<file path="src/hdl/psc_pkg.sv">
// Shared types and codes for the postfix stack calculator.
package psc_pkg;

  typedef enum logic [1:0] {
    KIND_PUSH = 2'd0,
    KIND_OPER = 2'd1,
    KIND_POP  = 2'd2
  } kind_e;

  typedef enum logic [1:0] {
    OP_ADD = 2'd0,
    OP_SUB = 2'd1,
    OP_MUL = 2'd2,
    OP_DIV = 2'd3
  } op_e;

  typedef enum logic [1:0] {
    ST_OK    = 2'd0,
    ST_UNDER = 2'd1,
    ST_OVER  = 2'd2,
    ST_DIVZ  = 2'd3
  } status_e;

  typedef enum logic [2:0] {
    S_IDLE,
    S_EXEC,
    S_LOAD,
    S_CALC,
    S_POP,
    S_DONE
  } state_e;

  typedef struct packed {
    logic [1:0]  kind;
    logic [15:0] literal;
    logic [1:0]  op;
  } in_t;

  typedef struct packed {
    logic signed [31:0] value;
    logic [6:0]         depth;
    logic [1:0]         status;
  } out_t;

endpackage

</file>
<file path="src/hdl/psc_ram.sv">
// Generic single-write, single-read RAM with registered read data.
module psc_ram #(
  parameter int WIDTH = 32,
  parameter int DEPTH = 64
) (
  input  logic                     clk,
  input  logic                     we,
  input  logic [$clog2(DEPTH)-1:0] waddr,
  input  logic [WIDTH-1:0]         wdata,
  input  logic [$clog2(DEPTH)-1:0] raddr,
  output logic [WIDTH-1:0]         rdata
);

  logic [WIDTH-1:0] mem [DEPTH];

  always_ff @(posedge clk) begin
    if (we) begin
      mem[waddr] <= wdata;
    end
    rdata <= mem[raddr];
  end

endmodule

</file>
<file path="src/hdl/psc_alu.sv">
// Shared 32-bit arithmetic unit: registered add/subtract, iterative multiply and divide.
module psc_alu (
  input  logic          clk,
  input  logic          rst,
  input  logic          start,
  input  psc_pkg::op_e  op,
  input  logic [31:0]   lhs,
  input  logic [31:0]   rhs,
  output logic          done,
  output logic [31:0]   result
);
  import psc_pkg::*;

  localparam logic [5:0] STEP_LAST = 6'd31;
  localparam logic [5:0] STEP_FIX  = 6'd32;

  logic [31:0] rem;
  logic [31:0] q;
  logic [31:0] dsr;
  logic        neg;
  logic [5:0]  cnt;
  logic        busy;
  op_e         op_r;
  op_e         op_sel;
  logic [32:0] add_a;
  logic [32:0] add_b;
  logic        add_cin;
  logic [33:0] sum;
  logic        carry;

  function automatic logic [31:0] mag(input logic [31:0] v);
    return v[31] ? (32'd0 - v) : v;
  endfunction

  assign op_sel = start ? op : op_r;

  always_comb begin
    add_a   = {1'b0, lhs};
    add_b   = {1'b0, rhs};
    add_cin = 1'b0;
    case (op_sel)
      OP_ADD: begin
        add_a = {1'b0, lhs};
        add_b = {1'b0, rhs};
      end
      OP_SUB: begin
        add_a   = {1'b0, lhs};
        add_b   = ~{1'b0, rhs};
        add_cin = 1'b1;
      end
      OP_MUL: begin
        add_a = {1'b0, rem};
        add_b = {1'b0, q[0] ? dsr : 32'd0};
      end
      OP_DIV: begin
        if (cnt == STEP_FIX) begin
          add_a   = '0;
          add_b   = ~{1'b0, q};
          add_cin = 1'b1;
        end else begin
          add_a   = {rem, q[31]};
          add_b   = ~{1'b0, dsr};
          add_cin = 1'b1;
        end
      end
      default: begin
        add_a = {1'b0, lhs};
        add_b = {1'b0, rhs};
      end
    endcase
  end

  assign sum   = {1'b0, add_a} + {1'b0, add_b} + {33'd0, add_cin};
  assign carry = sum[33];

  always_ff @(posedge clk) begin
    if (rst) begin
      busy <= 1'b0;
      done <= 1'b0;
      cnt  <= '0;
      op_r <= OP_ADD;
    end else begin
      if (start) begin
        op_r <= op;
        cnt  <= '0;
        case (op)
          OP_ADD, OP_SUB: begin
            result <= sum[31:0];
            done   <= 1'b1;
          end
          OP_MUL: begin
            rem  <= '0;
            q    <= rhs;
            dsr  <= lhs;
            busy <= 1'b1;
            done <= 1'b0;
          end
          OP_DIV: begin
            rem  <= '0;
            q    <= mag(lhs);
            dsr  <= mag(rhs);
            neg  <= lhs[31] ^ rhs[31];
            busy <= 1'b1;
            done <= 1'b0;
          end
          default: begin
            result <= sum[31:0];
            done   <= 1'b1;
          end
        endcase
      end else if (busy) begin
        case (op_r)
          OP_MUL: begin
            rem <= sum[31:0];
            dsr <= {dsr[30:0], 1'b0};
            q   <= {1'b0, q[31:1]};
            cnt <= cnt + 6'd1;
            if (cnt == STEP_LAST) begin
              result <= sum[31:0];
              busy   <= 1'b0;
              done   <= 1'b1;
            end else begin
              done <= 1'b0;
            end
          end
          OP_DIV: begin
            if (cnt == STEP_FIX) begin
              result <= neg ? sum[31:0] : q;
              busy   <= 1'b0;
              done   <= 1'b1;
            end else begin
              rem  <= carry ? sum[31:0] : add_a[31:0];
              q    <= {q[30:0], carry};
              cnt  <= cnt + 6'd1;
              done <= 1'b0;
            end
          end
          default: begin
            busy <= 1'b0;
            done <= 1'b1;
          end
        endcase
      end else begin
        done <= 1'b0;
      end
    end
  end

endmodule

</file>
<file path="src/hdl/postfix_stack_calculator.sv">
// Postfix stack calculator: token sequencer, stack RAM and shared arithmetic unit.
// Each token is captured in S_IDLE and executed in S_EXEC; operators then load and
// calculate (S_LOAD, S_CALC), pops with refill read the RAM (S_POP), then S_DONE.
// One token at a time; the next token is taken in the cycle after the result is
// registered. The iterative multiply/divide unit works one bit per cycle.
// Synchronous active-high reset empties the stack; stack RAM is not cleared.
module postfix_stack_calculator #(
  parameter int STACK_DEPTH = 64
) (
  input  logic          clk,
  input  logic          rst,
  input  logic          tok_valid,
  output logic          tok_stall,
  input  psc_pkg::in_t  tok,
  output logic          res_valid,
  input  logic          res_stall,
  output psc_pkg::out_t res
);
  import psc_pkg::*;

  localparam int CW = $clog2(STACK_DEPTH + 1);
  localparam int AW = $clog2(STACK_DEPTH);

  state_e        state;
  state_e        state_next;
  in_t           cur;
  logic [CW-1:0] count;
  logic [CW-1:0] cnt_m2;
  logic [31:0]   tos;
  logic [31:0]   pop_val;
  status_e       stat;

  logic          ram_we;
  logic [AW-1:0] ram_waddr;
  logic [31:0]   ram_wdata;
  logic [AW-1:0] ram_raddr;
  logic [31:0]   ram_rdata;

  logic          alu_start;
  logic          alu_done;
  logic [31:0]   alu_result;

  logic          full;
  logic          below_two;
  logic          empty;
  logic          out_load;

  assign cnt_m2    = count - CW'(2);
  assign full      = (count >= CW'(STACK_DEPTH));
  assign below_two = (count < CW'(2));
  assign empty     = (count == '0);
  assign ram_raddr = cnt_m2[AW-1:0];

  psc_ram #(
    .WIDTH(32),
    .DEPTH(STACK_DEPTH)
  ) u_ram (
    .clk  (clk),
    .we   (ram_we),
    .waddr(ram_waddr),
    .wdata(ram_wdata),
    .raddr(ram_raddr),
    .rdata(ram_rdata)
  );

  psc_alu u_alu (
    .clk   (clk),
    .rst   (rst),
    .start (alu_start),
    .op    (op_e'(cur.op)),
    .lhs   (ram_rdata),
    .rhs   (tos),
    .done  (alu_done),
    .result(alu_result)
  );

  // next state
  always_comb begin
    state_next = state;
    case (state)
      S_IDLE: begin
        if (tok_valid) state_next = S_EXEC;
      end
      S_EXEC: begin
        case (cur.kind)
          KIND_OPER: begin
            if (below_two || (cur.op == OP_DIV && tos == 32'd0)) state_next = S_DONE;
            else state_next = S_LOAD;
          end
          KIND_POP: begin
            if (below_two) state_next = S_DONE;
            else state_next = S_POP;
          end
          default: state_next = S_DONE;
        endcase
      end
      S_LOAD: state_next = S_CALC;
      S_CALC: begin
        if (alu_done) state_next = S_DONE;
      end
      S_POP: state_next = S_DONE;
      S_DONE: begin
        if (out_load) state_next = S_IDLE;
      end
      default: state_next = S_IDLE;
    endcase
  end

  // outputs
  always_comb begin
    tok_stall = 1'b1;
    ram_we    = 1'b0;
    ram_waddr = cnt_m2[AW-1:0];
    ram_wdata = alu_result;
    alu_start = 1'b0;
    out_load  = 1'b0;
    case (state)
      S_IDLE: tok_stall = 1'b0;
      S_EXEC: begin
        if (cur.kind == KIND_PUSH && !full) begin
          ram_we    = 1'b1;
          ram_waddr = count[AW-1:0];
          ram_wdata = {16'd0, cur.literal};
        end
      end
      S_LOAD: alu_start = 1'b1;
      S_CALC: ram_we = alu_done;
      S_DONE: out_load = !res_valid || !res_stall;
      default: tok_stall = 1'b1;
    endcase
  end

  always_ff @(posedge clk) begin
    if (rst) begin
      state     <= S_IDLE;
      count     <= '0;
      res_valid <= 1'b0;
    end else begin
      state <= state_next;
      if (out_load) res_valid <= 1'b1;
      else if (res_valid && !res_stall) res_valid <= 1'b0;
      case (state)
        S_EXEC: begin
          case (cur.kind)
            KIND_PUSH: begin
              if (!full) count <= count + CW'(1);
            end
            KIND_POP: begin
              if (!empty) count <= count - CW'(1);
            end
            default: ;
          endcase
        end
        S_CALC: begin
          if (alu_done) count <= count - CW'(1);
        end
        default: ;
      endcase
    end
  end

  always_ff @(posedge clk) begin
    case (state)
      S_IDLE: begin
        if (tok_valid) cur <= tok;
      end
      S_EXEC: begin
        case (cur.kind)
          KIND_PUSH: begin
            if (full) stat <= ST_OVER;
            else begin
              stat <= ST_OK;
              tos  <= {16'd0, cur.literal};
            end
          end
          KIND_OPER: begin
            if (below_two) stat <= ST_UNDER;
            else if (cur.op == OP_DIV && tos == 32'd0) stat <= ST_DIVZ;
            else stat <= ST_OK;
          end
          KIND_POP: begin
            if (empty) stat <= ST_UNDER;
            else begin
              stat    <= ST_OK;
              pop_val <= tos;
            end
          end
          default: stat <= ST_OK;
        endcase
      end
      S_CALC: begin
        if (alu_done) tos <= alu_result;
      end
      S_POP: tos <= ram_rdata;
      S_DONE: begin
        if (out_load) begin
          res.depth  <= 7'(count);
          res.status <= stat;
          if (cur.kind == KIND_POP && stat == ST_OK) res.value <= pop_val;
          else res.value <= empty ? 32'sd0 : tos;
        end
      end
      default: ;
    endcase
  end

endmodule
</file>
<file path="config.mk">
export PLATFORM = sky130hd
export DESIGN_NAME = postfix_stack_calculator
export DESIGN_NICKNAME = d
export VERILOG_FILES = /design/src/hdl/psc_pkg.sv /design/src/hdl/psc_ram.sv /design/src/hdl/psc_alu.sv /design/src/hdl/postfix_stack_calculator.sv
export SDC_FILE = /design/constraint.sdc
export NUM_CORES = 2
export LEC_CHECK = 0
export BUFFER_PORTS_ARGS = -buffer_cell sky130_fd_sc_hd__buf_2
export CORE_MARGIN = 3
export CORE_UTILIZATION = 49
export CTS_CLUSTER_DIAMETER = 60
export DETAILED_ROUTE_END_ITERATION = 8
export PLACE_DENSITY = 0.6
export SLEW_MARGIN = 20
export SYNTH_ARGS = -nofsm -noshare
export SYNTH_HDL_FRONTEND = slang
export SYNTH_SLANG_ARGS = --single-unit
</file>
<file path="constraint.sdc">
create_clock -name clk -period 6.1 [get_ports clk]
set_input_delay 0.915 -clock clk [delete_from_list [all_inputs] [get_ports clk]]
set_output_delay 0.915 -clock clk [all_outputs]
set_load 0.02 [all_outputs]
</file>
# Word-level counts from Yosys, hierarchy flattened
# Memory sizes are Yosys's and may differ from the RTL's. A register that Yosys moved wholly into a read port is not among the register bits.
# Cells that the tools add are included.
dict set report op_classes {
  n_addsub 8
  magnitude_cmp 2
  eq_ne 32
  muxes 81
  n_bitwise 6
  reduce_logical 40
}
# op n
set op_table {}
lappend op_table {{2-to-1 mux 32 bit} 27}
lappend op_table {{one-hot mux 32 bit (2 select lines)} 5}
lappend op_table {{one-hot mux 33 bit (4 select lines)} 1}
lappend op_table {{NOT 32 -> 33 bit} 3}
lappend op_table {{one-hot mux 33 bit (3 select lines)} 1}
lappend op_table {{one-hot mux 32 bit (3 select lines)} 1}
lappend op_table {{2-to-1 mux 33 bit} 2}
lappend op_table {{subtractor 1 x 32 -> 32 bit, first input constant} 2}
lappend op_table {{adder 33 x 33 -> 34 bit} 1}
lappend op_table {{adder 34 x 1 -> 34 bit} 1}
lappend op_table {{logical NOT 32 bit} 1}
lappend op_table {{one-hot mux 7 bit (2 select lines)} 2}
lappend op_table {{2-to-1 mux 7 bit} 3}
lappend op_table {{2-to-1 mux 1 bit} 20}
lappend op_table {{2-to-1 mux 6 bit} 3}
lappend op_table {{one-hot mux 3 bit (6 select lines)} 1}
lappend op_table {{AND reduction 5 bit} 3}
lappend op_table {{equality test 2 bit, second input constant} 7}
lappend op_table {{2-to-1 mux 3 bit} 4}
lappend op_table {{inequality test 2 bit, second input constant} 6}
lappend op_table {{inequality test 3 bit, second input constant} 4}
lappend op_table {{one-hot mux 6 bit (2 select lines)} 1}
lappend op_table {{AND reduction 3 bit} 4}
lappend op_table {{nonzero test 2 bit} 5}
lappend op_table {{other kinds (32)} 61}
dict set report totals {
  ff_bits 277
  ramBits 2048
  input_bits 24
  out_inout_bits 43
  elab_cells 191
  mem_count 1
}
# name words word_bits rd rd_ports_with_merged_regs wr line
set mem_list {}
lappend mem_list {u_ram.mem 64 32 1 1 1 psc_ram.sv:14} ;# logic [WIDTH-1:0] mem [DEPTH];

# Longest topological paths before layout
dict set report depth {
  depth_word 13
  ltp_mapped 23
  depth_no_buf 19
}

# Modules after synthesis
# A second synthesis with hierarchy kept.
dict set report unflattened {
  hier_cells 5525
  hier_area_um2 97368.4
}
# module instances cells_per_inst area_per_inst_um2 seq_area_each_um2
set by_module_without_submodules {}
lappend by_module_without_submodules {psc_ram 1 3511 79039.6 62139.6}
lappend by_module_without_submodules {psc_alu 1 1452 11773.8 4073.9}
lappend by_module_without_submodules {postfix_stack_calculator 1 562 6555.0 4033.9}

# Worst setup path after synthesis
# OpenSTA, ideal clock, no wires.
dict set report synth_timing {
  path_type {register to register}
  start {reg count[1]}
  end {mem u_ram.mem[62][0] (enable)}
  setup_time_ps 421
  arrival_ps 4493
  t_required_ps 5679
  setup_slack_ps 1186
  stages_incl_launch_ff 14
  period_less_slack_ps 4914
  cell_sequence {dfxtp_1 -> buf_2 -> clkbuf_1 -> buf_2 -> buf_1 -> inv_1 -> ha_1 -> clkbuf_1 -> clkbuf_1 -> clkbuf_1 -> clkbuf_1 -> o31ai_1 -> nand2_1 -> nor2_1}
}
dict set report synth_between {
  elab_chain_cells 7
  word_cells_on_any_way 10
  classes_between {add/sub (1); order compare (1); mux (6); reduce/logical (2)}
}
# element line
set synth_lines {}
lappend synth_lines {{start: declaration} postfix_stack_calculator.sv:27} ;# logic [CW-1:0] count;
lappend synth_lines {{start signal: assignment} postfix_stack_calculator.sv:146} ;# if (!full) count <= count + CW'(1);
lappend synth_lines {{start signal: assignment} postfix_stack_calculator.sv:149} ;# if (!empty) count <= count - CW'(1);
lappend synth_lines {{start signal: assignment} postfix_stack_calculator.sv:155} ;# if (alu_done) count <= count - CW'(1);
lappend synth_lines {{>= comparator 7 bit} postfix_stack_calculator.sv:49} ;# assign full = (count >= CW'(STACK_DEPTH));
lappend synth_lines {{logical NOT 1 bit} --}
lappend synth_lines {{logical AND 1 bit} postfix_stack_calculator.sv:120} ;# if (cur.kind == KIND_PUSH && !full) begin
lappend synth_lines {{2-to-1 mux 1 bit} postfix_stack_calculator.sv:120}
lappend synth_lines {{one-hot mux 1 bit (2 select lines)} postfix_stack_calculator.sv:117} ;# case (state)
lappend synth_lines {{2-to-1 mux 1 bit} psc_ram.sv:17} ;# if (we) begin
lappend synth_lines {{2-to-1 mux 1 bit (implied by the code)} psc_ram.sv:18} ;# mem[waddr] <= wdata;
lappend synth_lines {{end: declaration} psc_ram.sv:14}
# Several ways; a longest one is shown, not always the timed one.

# Worst setup path in the final report
dict set report layout_timing {
  start {reg state[2]}
  end {reg u_alu.rem[22], data pin}
}
dict set report layout_between {
  elab_chain_cells 13
  word_cells_on_any_way 19
  classes_between {add/sub (2); eq/ne (4); mux (10); reduce/logical (3)}
}
# element line
set layout_lines {}
lappend layout_lines {{start: declaration} postfix_stack_calculator.sv:24} ;# state_e state;
lappend layout_lines {{start signal: assignment} postfix_stack_calculator.sv:139} ;# state <= state_next;
lappend layout_lines {{equality test 3 x 2 -> 1 bit (*)} postfix_stack_calculator.sv:117}
lappend layout_lines {{2-to-1 mux 1 bit (*)} postfix_stack_calculator.sv:117}
lappend layout_lines {{2-to-1 mux 2 bit} --}
lappend layout_lines {{equality test 2 x 1 -> 1 bit or logical NOT 2 bit (tied branches)} psc_alu.sv:41} ;# case (op_sel)
lappend layout_lines {{OR reduction 2 bit (no line)} --}
lappend layout_lines {{one-hot mux 33 bit (3 select lines)} psc_alu.sv:41}
lappend layout_lines {{adder 33 x 33 -> 34 bit} psc_alu.sv:73} ;# assign sum = {1'b0, add_a} + {1'b0, add_b} + {33'd0, add_cin};
lappend layout_lines {{adder 34 x 1 -> 34 bit} psc_alu.sv:73}
lappend layout_lines {{2-to-1 mux 32 bit} psc_alu.sv:132} ;# rem <= carry ? sum[31:0] : add_a[31:0];
lappend layout_lines {{2-to-1 mux 32 bit} psc_alu.sv:127} ;# if (cnt == STEP_FIX) begin
lappend layout_lines {{one-hot mux 32 bit (2 select lines)} psc_alu.sv:112} ;# case (op_r)
lappend layout_lines {{2-to-1 mux 32 bit} psc_alu.sv:111} ;# end else if (busy) begin
lappend layout_lines {{2-to-1 mux 32 bit (*)} psc_alu.sv:83} ;# if (start) begin
lappend layout_lines {{end signal: assignment} psc_alu.sv:114} ;# rem <= sum[31:0];
lappend layout_lines {{end signal: assignment} psc_alu.sv:132}
lappend layout_lines {{end: declaration} psc_alu.sv:17} ;# logic [31:0] rem;
# Mark *: on every way between the ends. The rest lies on a longest branch, timed or not. The select of a mux whose other input is x is not followed.
# A chain may end at the register's enable or synchronous reset.

==> reports/metrics.yaml <==
timing:
  finalCriticalPeriod_ps: 5480
  tightest_slew_ps: 1170
  clock.fmax_mhz: 183
  setup_viol: 0
  setup_slack_ps: 622
  setup_tns_ps: 0
  rsz0062_at_grt: "no"
  hold_slack_ps: 228
  finalCritPeriodShare: 0.898
  slew_headroom: 0.221
  report.final.slew_viol_count: 0
  hold_viol: 0
  fin_skew_ps: 61.8
grt:
  grt_max_degree: 121
  antenna_found_initial: 13
  first_global_vias: 50600
  grt-ovfl-total: 0
  grt.total_usage: 0.255
  grt_pass1_wl_um: 372000
pwr:
  power_density_mw_per_mm2: 357
  power.leakage_uw: 0.0339
  peakVddDrop_mv: 0.291
placement:
  post-place-ws_ps: 710
  place_congestion: 0.904
  dp_hpwl_um: 151000
  port_buffers: 66
  dp_cells: 7655
die:
  die_w_um: 450
  die_area_mm2: 0.203
  core_area_mm2: 0.196
  rows: 162
  pin_count: 67
  start_util: 0.495
  die_height_um: 450
drt:
  ant_nets: 0
  drt_iter0_drc: 6494
  avgViaCountPerCell: 6.25
  drc: 0
  vias: 50800
  drt_first_pass_iters: 6
  wl_um: 258000
  routedWlPerCell_um: 31.8
logic_synthesis:
  syn_area_mm2: 0.0968
  synth_xor_area_frac: 0.00859
  synthAdderAreaFrac: 0.00636
  ys_seq_area_frac: 0.726
  synth_seq_cells: 2357
  yosys.area_share.simple: 0.0444
  synthMuxAreaShare: 0.161
  ys_types: 83
  syn_inst: 5145
  synth_compound_area_frac: 0.0383
  synth_edf_count: 2304
  synth_ff_type: "edfxtp_1"
  avgSynthCellArea_um2: 18.8
  synth-warning-count: 0
  synth_nets: 5217
  synthArstFlopShare: 0
  synth_top_family_by_area: "multiplexers"
clock_network:
  cts_buffer_depth: 3
  cts_buffers: 241
  cts_max_level: 4
  root_buffer: "clkbuf_16"
  clock_latency_ps: 860
  post_cts_buffers: 0
  holdBufCountCts: 0
  cts_tree: "built"
  post_cts_resized: 0
  cts.clk_slew.worst_paths_ps: 60
  clock-sinks: 2357
setup_path:
  crit_path_end_kind: "register"
  path_max_fanout: 57
  r2r_end: "u_alu.rem[22]"
  start_kind: "register"
  reg2reg_from: "state[2]"
  reg2reg_depth: 18
  critPathKind: "reg -> reg"
  crit_arrival_ps: 6170
  regToRegSetupSlack_ps: 620
  required_ps: 6790
final_layout:
  nets: 5348
  finalNonFillerCells: 8116
  area.growth.synth_to_final_pct: 12.6
  final_util: 0.557
  drive_gt1_frac: 0.255
  fillers: 14800
min_path:
  holdPathEnd: "cur[19]"
  hold_start: "tok[19]"
  holdPathStages: 1
  hold_class: "in -> reg"
run_status:
  outcome: "finished, final reports clean"
run:
  drv_cap: 0
==> critical path, stage by stage, from the launching register on <==
cell	delay (ps)
dfxtp_2	310
nor2_1	170
and2_2	240
nand2_1	260
nand2_4	360
buf_4	570
buf_4	490
nor2_1	100
a31oi_1	230
ha_1	360
a21o_1	200
a21o_1	180
a21oi_1	140
o21ai_0	90
a21o_2	210
nor2_1	860
buf_4	270
nand2_1	80
a21oi_1	130
==> registers in the layout, summed over array words and instances, names as in the netlist, 2 cells and up <==
register and flops:
u_alu.op_r 2, u_alu.dsr 32, u_ram.rdata 32, u_alu.result 32
u_alu.rem 32, u_ram.mem 2048, tos 32, u_alu.q 32
state 3, count 7, stat 2, res 41
u_alu.cnt 6, pop_val 32, cur 20
==> synthesized netlist by cell type (all sizes together) (5+ instances only) <==
| cell type | n | area [um^2] |
|---|---|---|
| a211oi | 31 | 233 |
| a21boi | 5 | 37.5 |
| a21o | 17 | 129 |
| a21oi | 127 | 639 |
| a22o | 50 | 438 |
| a22oi | 18 | 135 |
| a31oi | 80 | 500 |
| and2 | 31 | 194 |
| and3 | 10 | 62.6 |
| buf | 97 | 472 |
| clkbuf | 245 | 921 |
| dfxtp | 53 | 1060 |
| edfxtp | 2304 | 69200 |
| ha | 46 | 576 |
| inv | 26 | 97.6 |
| mux2 | 19 | 214 |
| mux2i | 51 | 510 |
| mux4 | 661 | 14900 |
| nand2 | 479 | 1800 |
| nand2b | 15 | 93.8 |
| nand3 | 88 | 440 |
| nand3b | 19 | 143 |
| nand4 | 17 | 106 |
| nor2 | 209 | 785 |
| nor2b | 19 | 119 |
| nor3 | 28 | 145 |
| nor4 | 8 | 65.1 |
| o211ai | 26 | 200 |
| o21ai | 136 | 681 |
| o21bai | 9 | 67.6 |
| o22ai | 6 | 37.5 |
| o31ai | 30 | 230 |
| o41ai | 12 | 113 |
| or2 | 10 | 62.6 |
| or3 | 13 | 81.3 |
| or4 | 9 | 75.1 |
| xnor2 | 36 | 315 |
| xor2 | 59 | 517 |
==> per-layer routing <==
layer | share of wire | vias up | global-route usage
li1 | - | 21200 | -
met1 | 0.42 | 27200 | 0.375
met2 | 0.49 | 2053 | 0.412
met3 | 0.070 | 314 | 0.0342
met4 | 0.020 | 2 | 0.0558
met5 | 0.000050 | - | 0
==> where the power goes <==
group / switching [uW] / internal, uW / leakage [uW] / total, uW
clock: 6220 / 8010 / 0.00371 / 14200
combinational: 3580 / 2440 / 0.00901 / 6020
sequential: 485 / 18200 / 0.0212 / 18700
total: 10300 / 28600 / 0.0339 / 38900
==> metrics by stage <==
stage | total power, uW | area, um^2
floorplan | 22800 | 96800
global placement | 24900 | 101000
detailed placement | 25000 | 101000
CTS | 39100 | 109000
global route | 40300 | 109000
finish | 38900 | 109000
==> placed cells by master (no fill, tap or decap), types with 16 or more instances in the layout <==
cell type | synthesis | final
a21o_1 | 16 | 16
buf_4 | 3 | 145
buf_2 | 65 | 66
nor2b_1 | 19 | 18
xnor2_1 | 36 | 35
o211ai_1 | 25 | 25
buf_12 | 0 | 17
nor2_4 | 0 | 68
dfxtp_1 | 53 | 50
a22o_1 | 50 | 50
mux4_2 | 661 | 661
a31oi_1 | 80 | 79
o31ai_1 | 29 | 29
o21ai_0 | 135 | 135
inv_1 | 26 | 26
a22oi_1 | 18 | 18
nand3_1 | 88 | 88
nand4_1 | 17 | 17
ha_1 | 46 | 45
nand3b_1 | 19 | 19
nor3_1 | 27 | 26
clkinv_2 | 0 | 43
a211oi_1 | 31 | 31
clkbuf_16 | 0 | 245
clkbuf_1 | 244 | 64
xor2_1 | 59 | 56
mux2i_1 | 51 | 50
mux2_2 | 19 | 19
nor2_1 | 209 | 140
nand2_1 | 479 | 459
a21oi_1 | 126 | 123
clkinv_1 | 1 | 54
edfxtp_1 | 2304 | 2304
==> layout make-up <==
type / count / area (um^2) / area share
repair buffers: 230 / 1810 / 0.0166
multi-input cells: 2419 / 25900 / 0.237
clock inverters: 141 / 1190 / 0.0109
well taps: 2624 / 3280 / 0.0301
flip-flops and latches: 2357 / 70300 / 0.645
diodes: 3 / 7.51 / 0.0000689
clock buffers: 315 / 6450 / 0.0592
inverters: 27 / 101 / 0.000930
==> cells by family after synthesis <==
family,Yosys count
muxes,731
xor gates and xnor gates,95
AOI/OAI and AO/OA,577
buffers and inverters,369
DFF,2357
adders and majority gates,48
and+or+nand+nor,968
==> worst max-delay path by stage <==
stage	slack, ps	from	cells past startpoint	endpoint
final	620	state[2]	18	u_alu.rem[22]
after global routing	240	state[2]	18	u_alu.rem[22]
after CTS	680	state[2]	18	u_alu.rem[22]
after detailed placement	710	state[2]	18	u_alu.rem[18]
after global placement	750	state[2]	17	u_alu.rem[30]
after floorplan	1190	count[1]	13	u_ram.mem[62][0]
No activity file was read; power rests on OpenSTA's default activity.
